File: src/rtl/core/kdt_pkg.sv
package kdt_pkg;

  // default table depth
  localparam int ENTRIES_DEF = 16;

  // field widths
  localparam int OP_W  = 3;
  localparam int KEY_W = 16;
  localparam int IVL_W = 32;
  localparam int NOW_W = 62;
  localparam int DL_W  = 63;

  // operation codes
  typedef enum logic [OP_W-1:0] {
    OP_TEST      = 3'd0,
    OP_SET       = 3'd1,
    OP_CLEAR     = 3'd2,
    OP_SWEEP     = 3'd3,
    OP_CLEAR_ALL = 3'd4
  } op_t;

  // controller states
  typedef enum logic [1:0] {
    ST_IDLE,
    ST_SCAN,
    ST_DRAIN,
    ST_DONE
  } state_t;

  // controller to datapath
  typedef struct packed {
    logic load;        // capture the input item, restart the scan
    logic scan_issue;  // read one slot of the key and deadline memories
    logic commit;      // apply the item and write the result register
  } cmd_t;

  // datapath to controller
  typedef struct packed {
    logic needs_scan;  // op at the input needs a pass over the slots
    logic last_issue;  // the slot being read is the last one
    logic out_free;    // result register can take a new result
  } sts_t;

endpackage

File: src/rtl/core/kdt_ctrl.sv
module kdt_ctrl (
  input  logic          clk,
  input  logic          rst_n,
  input  logic          in_valid,
  output logic          in_stall,
  input  kdt_pkg::sts_t sts,
  output kdt_pkg::cmd_t cmd
);

  kdt_pkg::state_t state_r;
  kdt_pkg::state_t state_nxt;

  // state register
  always_ff @(posedge clk) begin
    if (!rst_n) begin
      state_r <= kdt_pkg::ST_IDLE;
    end else begin
      state_r <= state_nxt;
    end
  end

  // next state and commands
  always_comb begin
    state_nxt      = state_r;
    cmd            = '0;
    in_stall       = 1'b1;
    case (state_r)
      kdt_pkg::ST_IDLE: begin
        in_stall = 1'b0;
        if (in_valid) begin
          cmd.load = 1'b1;
          if (sts.needs_scan) begin
            state_nxt = kdt_pkg::ST_SCAN;
          end else begin
            state_nxt = kdt_pkg::ST_DONE;
          end
        end
      end
      kdt_pkg::ST_SCAN: begin
        cmd.scan_issue = 1'b1;
        if (sts.last_issue) begin
          state_nxt = kdt_pkg::ST_DRAIN;
        end
      end
      kdt_pkg::ST_DRAIN: begin
        state_nxt = kdt_pkg::ST_DONE;
      end
      kdt_pkg::ST_DONE: begin
        if (sts.out_free) begin
          cmd.commit = 1'b1;
          state_nxt  = kdt_pkg::ST_IDLE;
        end
      end
      default: begin
        state_nxt = kdt_pkg::ST_IDLE;
      end
    endcase
  end

endmodule

File: src/rtl/core/kdt_dpath.sv
module kdt_dpath #(
  parameter int ENTRIES = kdt_pkg::ENTRIES_DEF
) (
  input  logic                        clk,
  input  logic                        rst_n,
  input  logic [kdt_pkg::OP_W-1:0]    in_op,
  input  logic [kdt_pkg::KEY_W-1:0]   in_key_id,
  input  logic signed [kdt_pkg::IVL_W-1:0] in_interval_ms,
  input  logic [kdt_pkg::NOW_W-1:0]   in_now_ms,
  input  kdt_pkg::cmd_t               cmd,
  output kdt_pkg::sts_t               sts,
  output logic                        out_valid,
  input  logic                        out_stall,
  output logic                        out_passed,
  output logic                        out_table_full
);

  localparam int IW = (ENTRIES > 1) ? $clog2(ENTRIES) : 1;
  localparam int CW = IW + 1;

  // captured item
  logic [kdt_pkg::OP_W-1:0]  op_r;
  logic [kdt_pkg::KEY_W-1:0] key_r;
  logic [kdt_pkg::IVL_W-1:0] ivl_r;
  logic [kdt_pkg::NOW_W-1:0] now_r;

  // slot storage
  logic [ENTRIES-1:0]        valid_r;
  logic [ENTRIES-1:0]        valid_nxt;
  logic [kdt_pkg::KEY_W-1:0] key_mem [ENTRIES];
  logic [kdt_pkg::DL_W-1:0]  dl_mem  [ENTRIES];

  // scan counter and read stage
  logic [CW-1:0]             cnt_r;
  logic                      rd_v_r;
  logic [IW-1:0]             rd_idx_r;
  logic [kdt_pkg::KEY_W-1:0] rd_key_r;
  logic [kdt_pkg::DL_W-1:0]  rd_dl_r;

  // search results
  logic                      found_r;
  logic [IW-1:0]             found_idx_r;
  logic [kdt_pkg::DL_W-1:0]  found_dl_r;
  logic                      free_found_r;
  logic [IW-1:0]             free_idx_r;

  // result register
  logic                      out_valid_r;
  logic                      out_passed_r;
  logic                      out_full_r;
  logic                      passed_nxt;
  logic                      full_nxt;

  // memory write port
  logic                      wr_en;
  logic [IW-1:0]             wr_idx;

  logic                      ivl_pos;
  logic [kdt_pkg::DL_W-1:0]  now_ext;
  logic [kdt_pkg::DL_W-1:0]  dl_new;
  logic                      rd_hit;
  logic                      sweep_clr;

  assign ivl_pos = (ivl_r != '0) && !ivl_r[kdt_pkg::IVL_W-1];
  assign now_ext = {1'b0, now_r};
  assign dl_new  = now_ext + {{(kdt_pkg::DL_W-kdt_pkg::IVL_W+1){1'b0}},
                              ivl_r[kdt_pkg::IVL_W-2:0]};
  assign rd_hit  = rd_v_r && valid_r[rd_idx_r];
  assign sweep_clr = rd_hit && (op_r == kdt_pkg::OP_SWEEP) && (rd_dl_r <= now_ext);

  // status to the controller
  assign sts.needs_scan = (in_op == kdt_pkg::OP_TEST) || (in_op == kdt_pkg::OP_SET) ||
                          (in_op == kdt_pkg::OP_CLEAR) || (in_op == kdt_pkg::OP_SWEEP);
  assign sts.last_issue = (cnt_r == CW'(ENTRIES - 1));
  assign sts.out_free   = !out_valid_r || !out_stall;

  // item capture
  always_ff @(posedge clk) begin
    if (cmd.load) begin
      op_r  <= in_op;
      key_r <= in_key_id;
      ivl_r <= in_interval_ms;
      now_r <= in_now_ms;
    end
  end

  // scan counter and read stage valid
  always_ff @(posedge clk) begin
    if (!rst_n) begin
      cnt_r  <= '0;
      rd_v_r <= 1'b0;
    end else begin
      rd_v_r <= cmd.scan_issue;
      if (cmd.load) begin
        cnt_r <= '0;
      end else if (cmd.scan_issue) begin
        cnt_r <= cnt_r + CW'(1);
      end
    end
  end

  // registered memory read, one slot per cycle
  always_ff @(posedge clk) begin
    if (cmd.scan_issue) begin
      rd_idx_r <= cnt_r[IW-1:0];
      rd_key_r <= key_mem[cnt_r[IW-1:0]];
      rd_dl_r  <= dl_mem[cnt_r[IW-1:0]];
    end
  end

  // memory write on commit
  always_ff @(posedge clk) begin
    if (wr_en) begin
      key_mem[wr_idx] <= key_r;
      dl_mem[wr_idx]  <= dl_new;
    end
  end

  // lowest matching slot and lowest free slot
  always_ff @(posedge clk) begin
    if (!rst_n) begin
      found_r      <= 1'b0;
      free_found_r <= 1'b0;
    end else if (cmd.load) begin
      found_r      <= 1'b0;
      free_found_r <= 1'b0;
    end else if (rd_v_r) begin
      if (rd_hit && (rd_key_r == key_r) && !found_r) begin
        found_r <= 1'b1;
      end
      if (!valid_r[rd_idx_r] && !free_found_r) begin
        free_found_r <= 1'b1;
      end
    end
  end

  always_ff @(posedge clk) begin
    if (rd_hit && (rd_key_r == key_r) && !found_r) begin
      found_idx_r <= rd_idx_r;
      found_dl_r  <= rd_dl_r;
    end
    if (rd_v_r && !valid_r[rd_idx_r] && !free_found_r) begin
      free_idx_r <= rd_idx_r;
    end
  end

  // valid bits, result and write port
  always_comb begin
    valid_nxt  = valid_r;
    passed_nxt = 1'b0;
    full_nxt   = 1'b0;
    wr_en      = 1'b0;
    wr_idx     = found_idx_r;
    if (sweep_clr) begin
      valid_nxt[rd_idx_r] = 1'b0;
    end
    if (cmd.commit) begin
      case (op_r)
        kdt_pkg::OP_TEST: begin
          if (found_r && (found_dl_r > now_ext)) begin
            passed_nxt = 1'b0;
          end else begin
            if (found_r) begin
              valid_nxt[found_idx_r] = 1'b0;
            end
            passed_nxt = 1'b1;
          end
        end
        kdt_pkg::OP_SET: begin
          if (ivl_pos) begin
            if (found_r) begin
              wr_en      = 1'b1;
              passed_nxt = 1'b1;
            end else if (free_found_r) begin
              wr_en              = 1'b1;
              wr_idx             = free_idx_r;
              valid_nxt[free_idx_r] = 1'b1;
              passed_nxt         = 1'b1;
            end else begin
              full_nxt = 1'b1;
            end
          end
        end
        kdt_pkg::OP_CLEAR: begin
          if (found_r) begin
            valid_nxt[found_idx_r] = 1'b0;
            passed_nxt             = 1'b1;
          end
        end
        kdt_pkg::OP_SWEEP: begin
          passed_nxt = 1'b1;
        end
        kdt_pkg::OP_CLEAR_ALL: begin
          valid_nxt  = '0;
          passed_nxt = 1'b1;
        end
        default: begin
          passed_nxt = 1'b0;
        end
      endcase
    end
  end

  always_ff @(posedge clk) begin
    if (!rst_n) begin
      valid_r <= '0;
    end else begin
      valid_r <= valid_nxt;
    end
  end

  // result register
  always_ff @(posedge clk) begin
    if (!rst_n) begin
      out_valid_r <= 1'b0;
    end else if (cmd.commit) begin
      out_valid_r <= 1'b1;
    end else if (!out_stall) begin
      out_valid_r <= 1'b0;
    end
  end

  always_ff @(posedge clk) begin
    if (cmd.commit) begin
      out_passed_r <= passed_nxt;
      out_full_r   <= full_nxt;
    end
  end

  assign out_valid      = out_valid_r;
  assign out_passed     = out_passed_r;
  assign out_table_full = out_full_r;

  // a commit never overwrites a result still waiting
  a_no_overwrite: assert property (@(posedge clk) disable iff (!rst_n)
    cmd.commit |-> (!out_valid_r || !out_stall))
    else $error("result overwritten while stalled");

  // clear all leaves the table empty
  a_clear_all: assert property (@(posedge clk) disable iff (!rst_n)
    (cmd.commit && (op_r == kdt_pkg::OP_CLEAR_ALL)) |=> (valid_r == '0))
    else $error("table not empty after clear all");

  // full and passed are never reported together
  a_full_excl: assert property (@(posedge clk) disable iff (!rst_n)
    out_valid_r |-> !(out_passed_r && out_full_r))
    else $error("full and passed both set");

  // scan reads stay inside the table
  a_scan_range: assert property (@(posedge clk) disable iff (!rst_n)
    cmd.scan_issue |-> (cnt_r < CW'(ENTRIES)))
    else $error("scan beyond last slot");

  // a successful set leaves a valid slot behind
  a_set_valid: assert property (@(posedge clk) disable iff (!rst_n)
    (cmd.commit && (op_r == kdt_pkg::OP_SET) && passed_nxt) |=> (valid_r != '0))
    else $error("set passed without a valid slot");

endmodule

File: src/rtl/core/keyed_deadline_table.sv
// sequence: test, set, clear and sweep scan every slot before the result is registered;
//   clear all and unused op codes skip the scan
// throughput: a new item is taken only once the last result is committed; the scan
//   reads one slot per cycle through the single read port of the key and deadline memories
// reset: synchronous active-low rst_n empties the table (valid bits cleared at once)
//   and drops any pending result; no clearing pass
module keyed_deadline_table #(
  parameter int ENTRIES = kdt_pkg::ENTRIES_DEF
) (
  input  logic                             clk,
  input  logic                             rst_n,
  input  logic                             in_valid,
  output logic                             in_stall,
  input  logic [kdt_pkg::OP_W-1:0]         in_op,
  input  logic [kdt_pkg::KEY_W-1:0]        in_key_id,
  input  logic signed [kdt_pkg::IVL_W-1:0] in_interval_ms,
  input  logic [kdt_pkg::NOW_W-1:0]        in_now_ms,
  output logic                             out_valid,
  input  logic                             out_stall,
  output logic                             out_passed,
  output logic                             out_table_full
);

  kdt_pkg::cmd_t cmd;
  kdt_pkg::sts_t sts;

  // sequencer
  kdt_ctrl u_ctrl (
    .clk      (clk),
    .rst_n    (rst_n),
    .in_valid (in_valid),
    .in_stall (in_stall),
    .sts      (sts),
    .cmd      (cmd)
  );

  // slot storage, search and result
  kdt_dpath #(
    .ENTRIES (ENTRIES)
  ) u_dpath (
    .clk            (clk),
    .rst_n          (rst_n),
    .in_op          (in_op),
    .in_key_id      (in_key_id),
    .in_interval_ms (in_interval_ms),
    .in_now_ms      (in_now_ms),
    .cmd            (cmd),
    .sts            (sts),
    .out_valid      (out_valid),
    .out_stall      (out_stall),
    .out_passed     (out_passed),
    .out_table_full (out_table_full)
  );

endmodule

File: config.mk
export PLATFORM = sky130hd
export DESIGN_NAME = keyed_deadline_table
export DESIGN_NICKNAME = d
export VERILOG_FILES = /design/src/rtl/core/kdt_pkg.sv /design/src/rtl/core/kdt_ctrl.sv /design/src/rtl/core/kdt_dpath.sv /design/src/rtl/core/keyed_deadline_table.sv
export SDC_FILE = /design/constraint.sdc
export NUM_CORES = 2
export LEC_CHECK = 0
export CAP_MARGIN = 20
export CORE_UTILIZATION = 60
export DETAILED_ROUTE_END_ITERATION = 16
export DONT_BUFFER_PORTS = 1
export PLACE_DENSITY_LB_ADDON = 0.12
export SYNTH_ARGS = -nofsm -noshare
export SYNTH_HDL_FRONTEND = slang
export SYNTH_SLANG_ARGS = --single-unit
File: constraint.sdc
create_clock -name clk -period 10.7 [get_ports clk]
set_input_delay 3.21 -clock clk [delete_from_list [all_inputs] [get_ports clk]]
set_output_delay 3.21 -clock clk [all_outputs]
set_load 0.03 [all_outputs]
==> flow_metrics.py <==
metrics = {
    "critical_path": {
        "crit_start": "out_stall",
        "crit_required_ps": 11090,
        "rr_startpoint": "u_dpath.ivl_r[1]$_DFFE_PP_",
        "rrSetupSlack_ps": 5830,
        "cp_max_fo": 55,
        "crit_path_start_kind": "input pin",
        "critPathArrivalTime_ps": 6500,
        "end_kind": "flop",
        "criticalPathCategory": "in2reg",
    },
    "floorplanning": {
        "boundaryPins": 121,
        "die_h_um": 325,
        "start_util_pct": 60.6,
        "core_sq_um": 104000,
        "die_w_um": 325,
        "dieArea_sq_um": 106000,
        "rows": 118,
    },
    "route": {
        "post_drt_wl_per_cell_um": 31.7,
        "routed-via-count": 31399,
        "vias_per_cell": 6.68,
        "drtAntennaViolNets": 0,
        "route.detailed.drc": 0,
        "drt-pass1-iter-count": 6,
        "route.final.wire_length_um": 149000,
        "dr.first_iter.drc_count": 4052,
    },
    "power": {
        "pwr_density_cell_nw_per_um2": 236,
        "total_power_uw": 16600,
        "peakVddDrop_uv": 175,
        "p_leak_uw": 0.0223,
    },
    "worst_hold_path": {
        "min_path_type": "reg2reg",
        "hold_start": "u_dpath.rd_dl_r[18]$_DFFE_PP_",
    },
    "yosys": {
        "synth_ff_type": "edfxtp_1",
        "synth_top_area_share_pct": 73.4,
        "synth.distinct_cells": 75,
        "ys_seq_area_share_pct": 74.2,
        "yosysTopAreaCell": "edfxtp_1",
        "netlist_area_sq_um": 62800,
        "synthTopCellsByArea": "edfxtp_1, mux4_2, ha_1",
        "synth_warnings": 0,
        "syn_area_per_cell_sq_um": 20.7,
        "ys_ff_latch": 1560,
        "async_flop_share_pct": 0,
        "synth_edf_count": 1533,
        "syn-num-nets": 3315,
        "synthCells": 3035,
    },
    "layout": {
        "drive_gt1_share_pct": 23.5,
        "area_growth_pct": 12.0,
        "utilization_pct": 67.8,
        "final_nets": 3462,
        "layout.cells.non_filler": 4703,
    },
    "clocking": {
        "cts_tree": "built",
        "path_clk_slew_ps": 60,
        "cts-buffers-inserted": 152,
        "clock_latency_ps": 770,
        "clockRootBuffer": "clkbuf_16",
        "cts_buffer_depth": 3,
        "htreeDepth": 4,
        "cts_setup_buffers": 0,
        "clock-sinks": 1560,
        "hold_buffers": 0,
        "ctsResizeCount": 0,
    },
    "sta": {
        "finalSetupViolations": 0,
        "tightest_slew_ps": 1190,
        "max_slew_margin_pct": 20.4,
        "grt_setup_unrepaired": "false",
        "hold_violations": 0,
        "tns_ps": 0,
        "fin_crit_sh_pct": 57.1,
        "max_freq_mhz": 164,
        "layout_min_cycle_time_ps": 6110,
        "slew_viol_final": 0,
        "skew_ps": 29.8,
        "setup_ws_ps": 4590,
    },
    "grt": {
        "grt_first_pass_wirelength_um": 215000,
        "track_usage_pct": 28.7,
        "grt_max_degree": 155,
        "busiest_layer": "met1",
        "overflow": 0,
        "met1_usage_pct": 46.0,
        "grt_pass1_vias": 30807,
        "met2_usage_pct": 39.6,
        "met3_usage_pct": 6.37,
        "antenna_found_initial": 17,
    },
    "placed_design": {
        "dp_slack_ps": 3850,
        "dp.cells": 4391,
        "globalplace.congestion": 0.934,
        "dpl.hpwl_um": 96600,
        "portBuffers": 0,
    },
    "run_status": {
        "status": "finished, final reports clean",
    },
    "job": {
        "cap_violations": 0,
    },
}
-- cell usage in the layout, fill, tap and decap left out, types with 34 or more instances in the layout --
master     count
edfxtp_1    1533
mux4_2       395
ha_1         161
clkbuf_16    155
a21oi_1      100
buf_4         95
inv_1         84
nand2_1       77
nor2_1        58
o21ai_0       48
nor3_1        42
xnor2_1       39
nand4_1       34
-- flip-flops by register name (all words and copies together), names as in the netlist, 2 cells and up --
signal,cells
u_dpath.found_idx_r,4
u_dpath.rd_idx_r,4
u_dpath.dl_mem,1008
u_dpath.free_idx_r,4
u_dpath.found_dl_r,63
u_dpath.rd_dl_r,63
u_dpath.key_mem,256
u_dpath.op_r,3
u_dpath.rd_key_r,16
u_dpath.key_r,16
u_ctrl.state_r,2
u_dpath.now_r,62
u_dpath.valid_r,16
u_dpath.ivl_r,32
u_dpath.cnt_r,5
-- per-layer routing --
| metal | vias up | part of all wire [%] |
|---|---|---|
| li1 | 12951 | - |
| met1 | 16430 | 43 |
| met2 | 1793 | 44 |
| met3 | 225 | 11 |
| met4 | 0 | 2.6 |
| met5 | - | 0 |
-- kinds of logic after synthesis --
kind of cell    after synthesis  synth area share, %
buf+inv                     194                 1.20
flops                      1560                 74.2
simple gates                363                 3.01
mux                         405                 14.4
fa+ha+maj                   163                 3.26
xor+xnor                     75                 1.05
compound gates              275                 2.82
-- cell type report --
cell class	count	area, sq um
flip-flops and latches	1560	46600
clock buffers	186	4020
repair buffers	103	861
diodes	14	35.0
multi-input cells	1281	15700
inverters	84	315
fillers	6489	33300
clock inverters	95	1090
well taps	1380	1730
-- cells in the mapped netlist, types with 25 or more instances --
cell      number
nand3_1       33
inv_1         84
nor3_1        42
buf_1         32
a21oi_1      100
clkbuf_1      68
nor2_1        74
mux4_2       395
nand4_1       34
xor2_1        25
nand2_1       77
edfxtp_1    1533
xnor2_1       50
ha_1         162
dfxtp_1       27
o21ai_0       48
-- path summary, 6_finish.rpt --
kind                                                         end  cells after the start
worst max-delay path             u_dpath.dl_mem[14][7]$_DFFE_PP_                      8
worst min register to register  u_dpath.found_dl_r[18]$_DFFE_PP_                      0
worst max register to register   u_dpath.dl_mem[14][7]$_DFFE_PP_                      8
worst min-delay path            u_dpath.found_dl_r[18]$_DFFE_PP_                      0
-- per-stage QoR --
step | hold slack (ps) | area (sq um)
final | 461 | 70300
after global routing | 476 | 70300
after CTS | 462 | 70100
after detailed placement | 444 | 65000
after global placement | 442 | 64900
after floorplan | 406 | 62800
-- power by group --
part | switching, uW | internal [uW] | total [uW] | leakage (uW)
Clock | 2250 | 3170 | 5420 | 0.00249
Sequential | 273 | 7700 | 7980 | 0.0141
Combinational | 2080 | 1130 | 3210 | 0.00566
Total | 4600 | 12000 | 16600 | 0.0223
-- worst max-delay path: stages --
cell     delay [ps]
nand2_1          40
nand2_1         220
nor2_1          520
nand2_1         310
nor2_1          160
a21oi_1         180
nor2_4          870
buf_4           840
(Power assumes the default switching activity.)
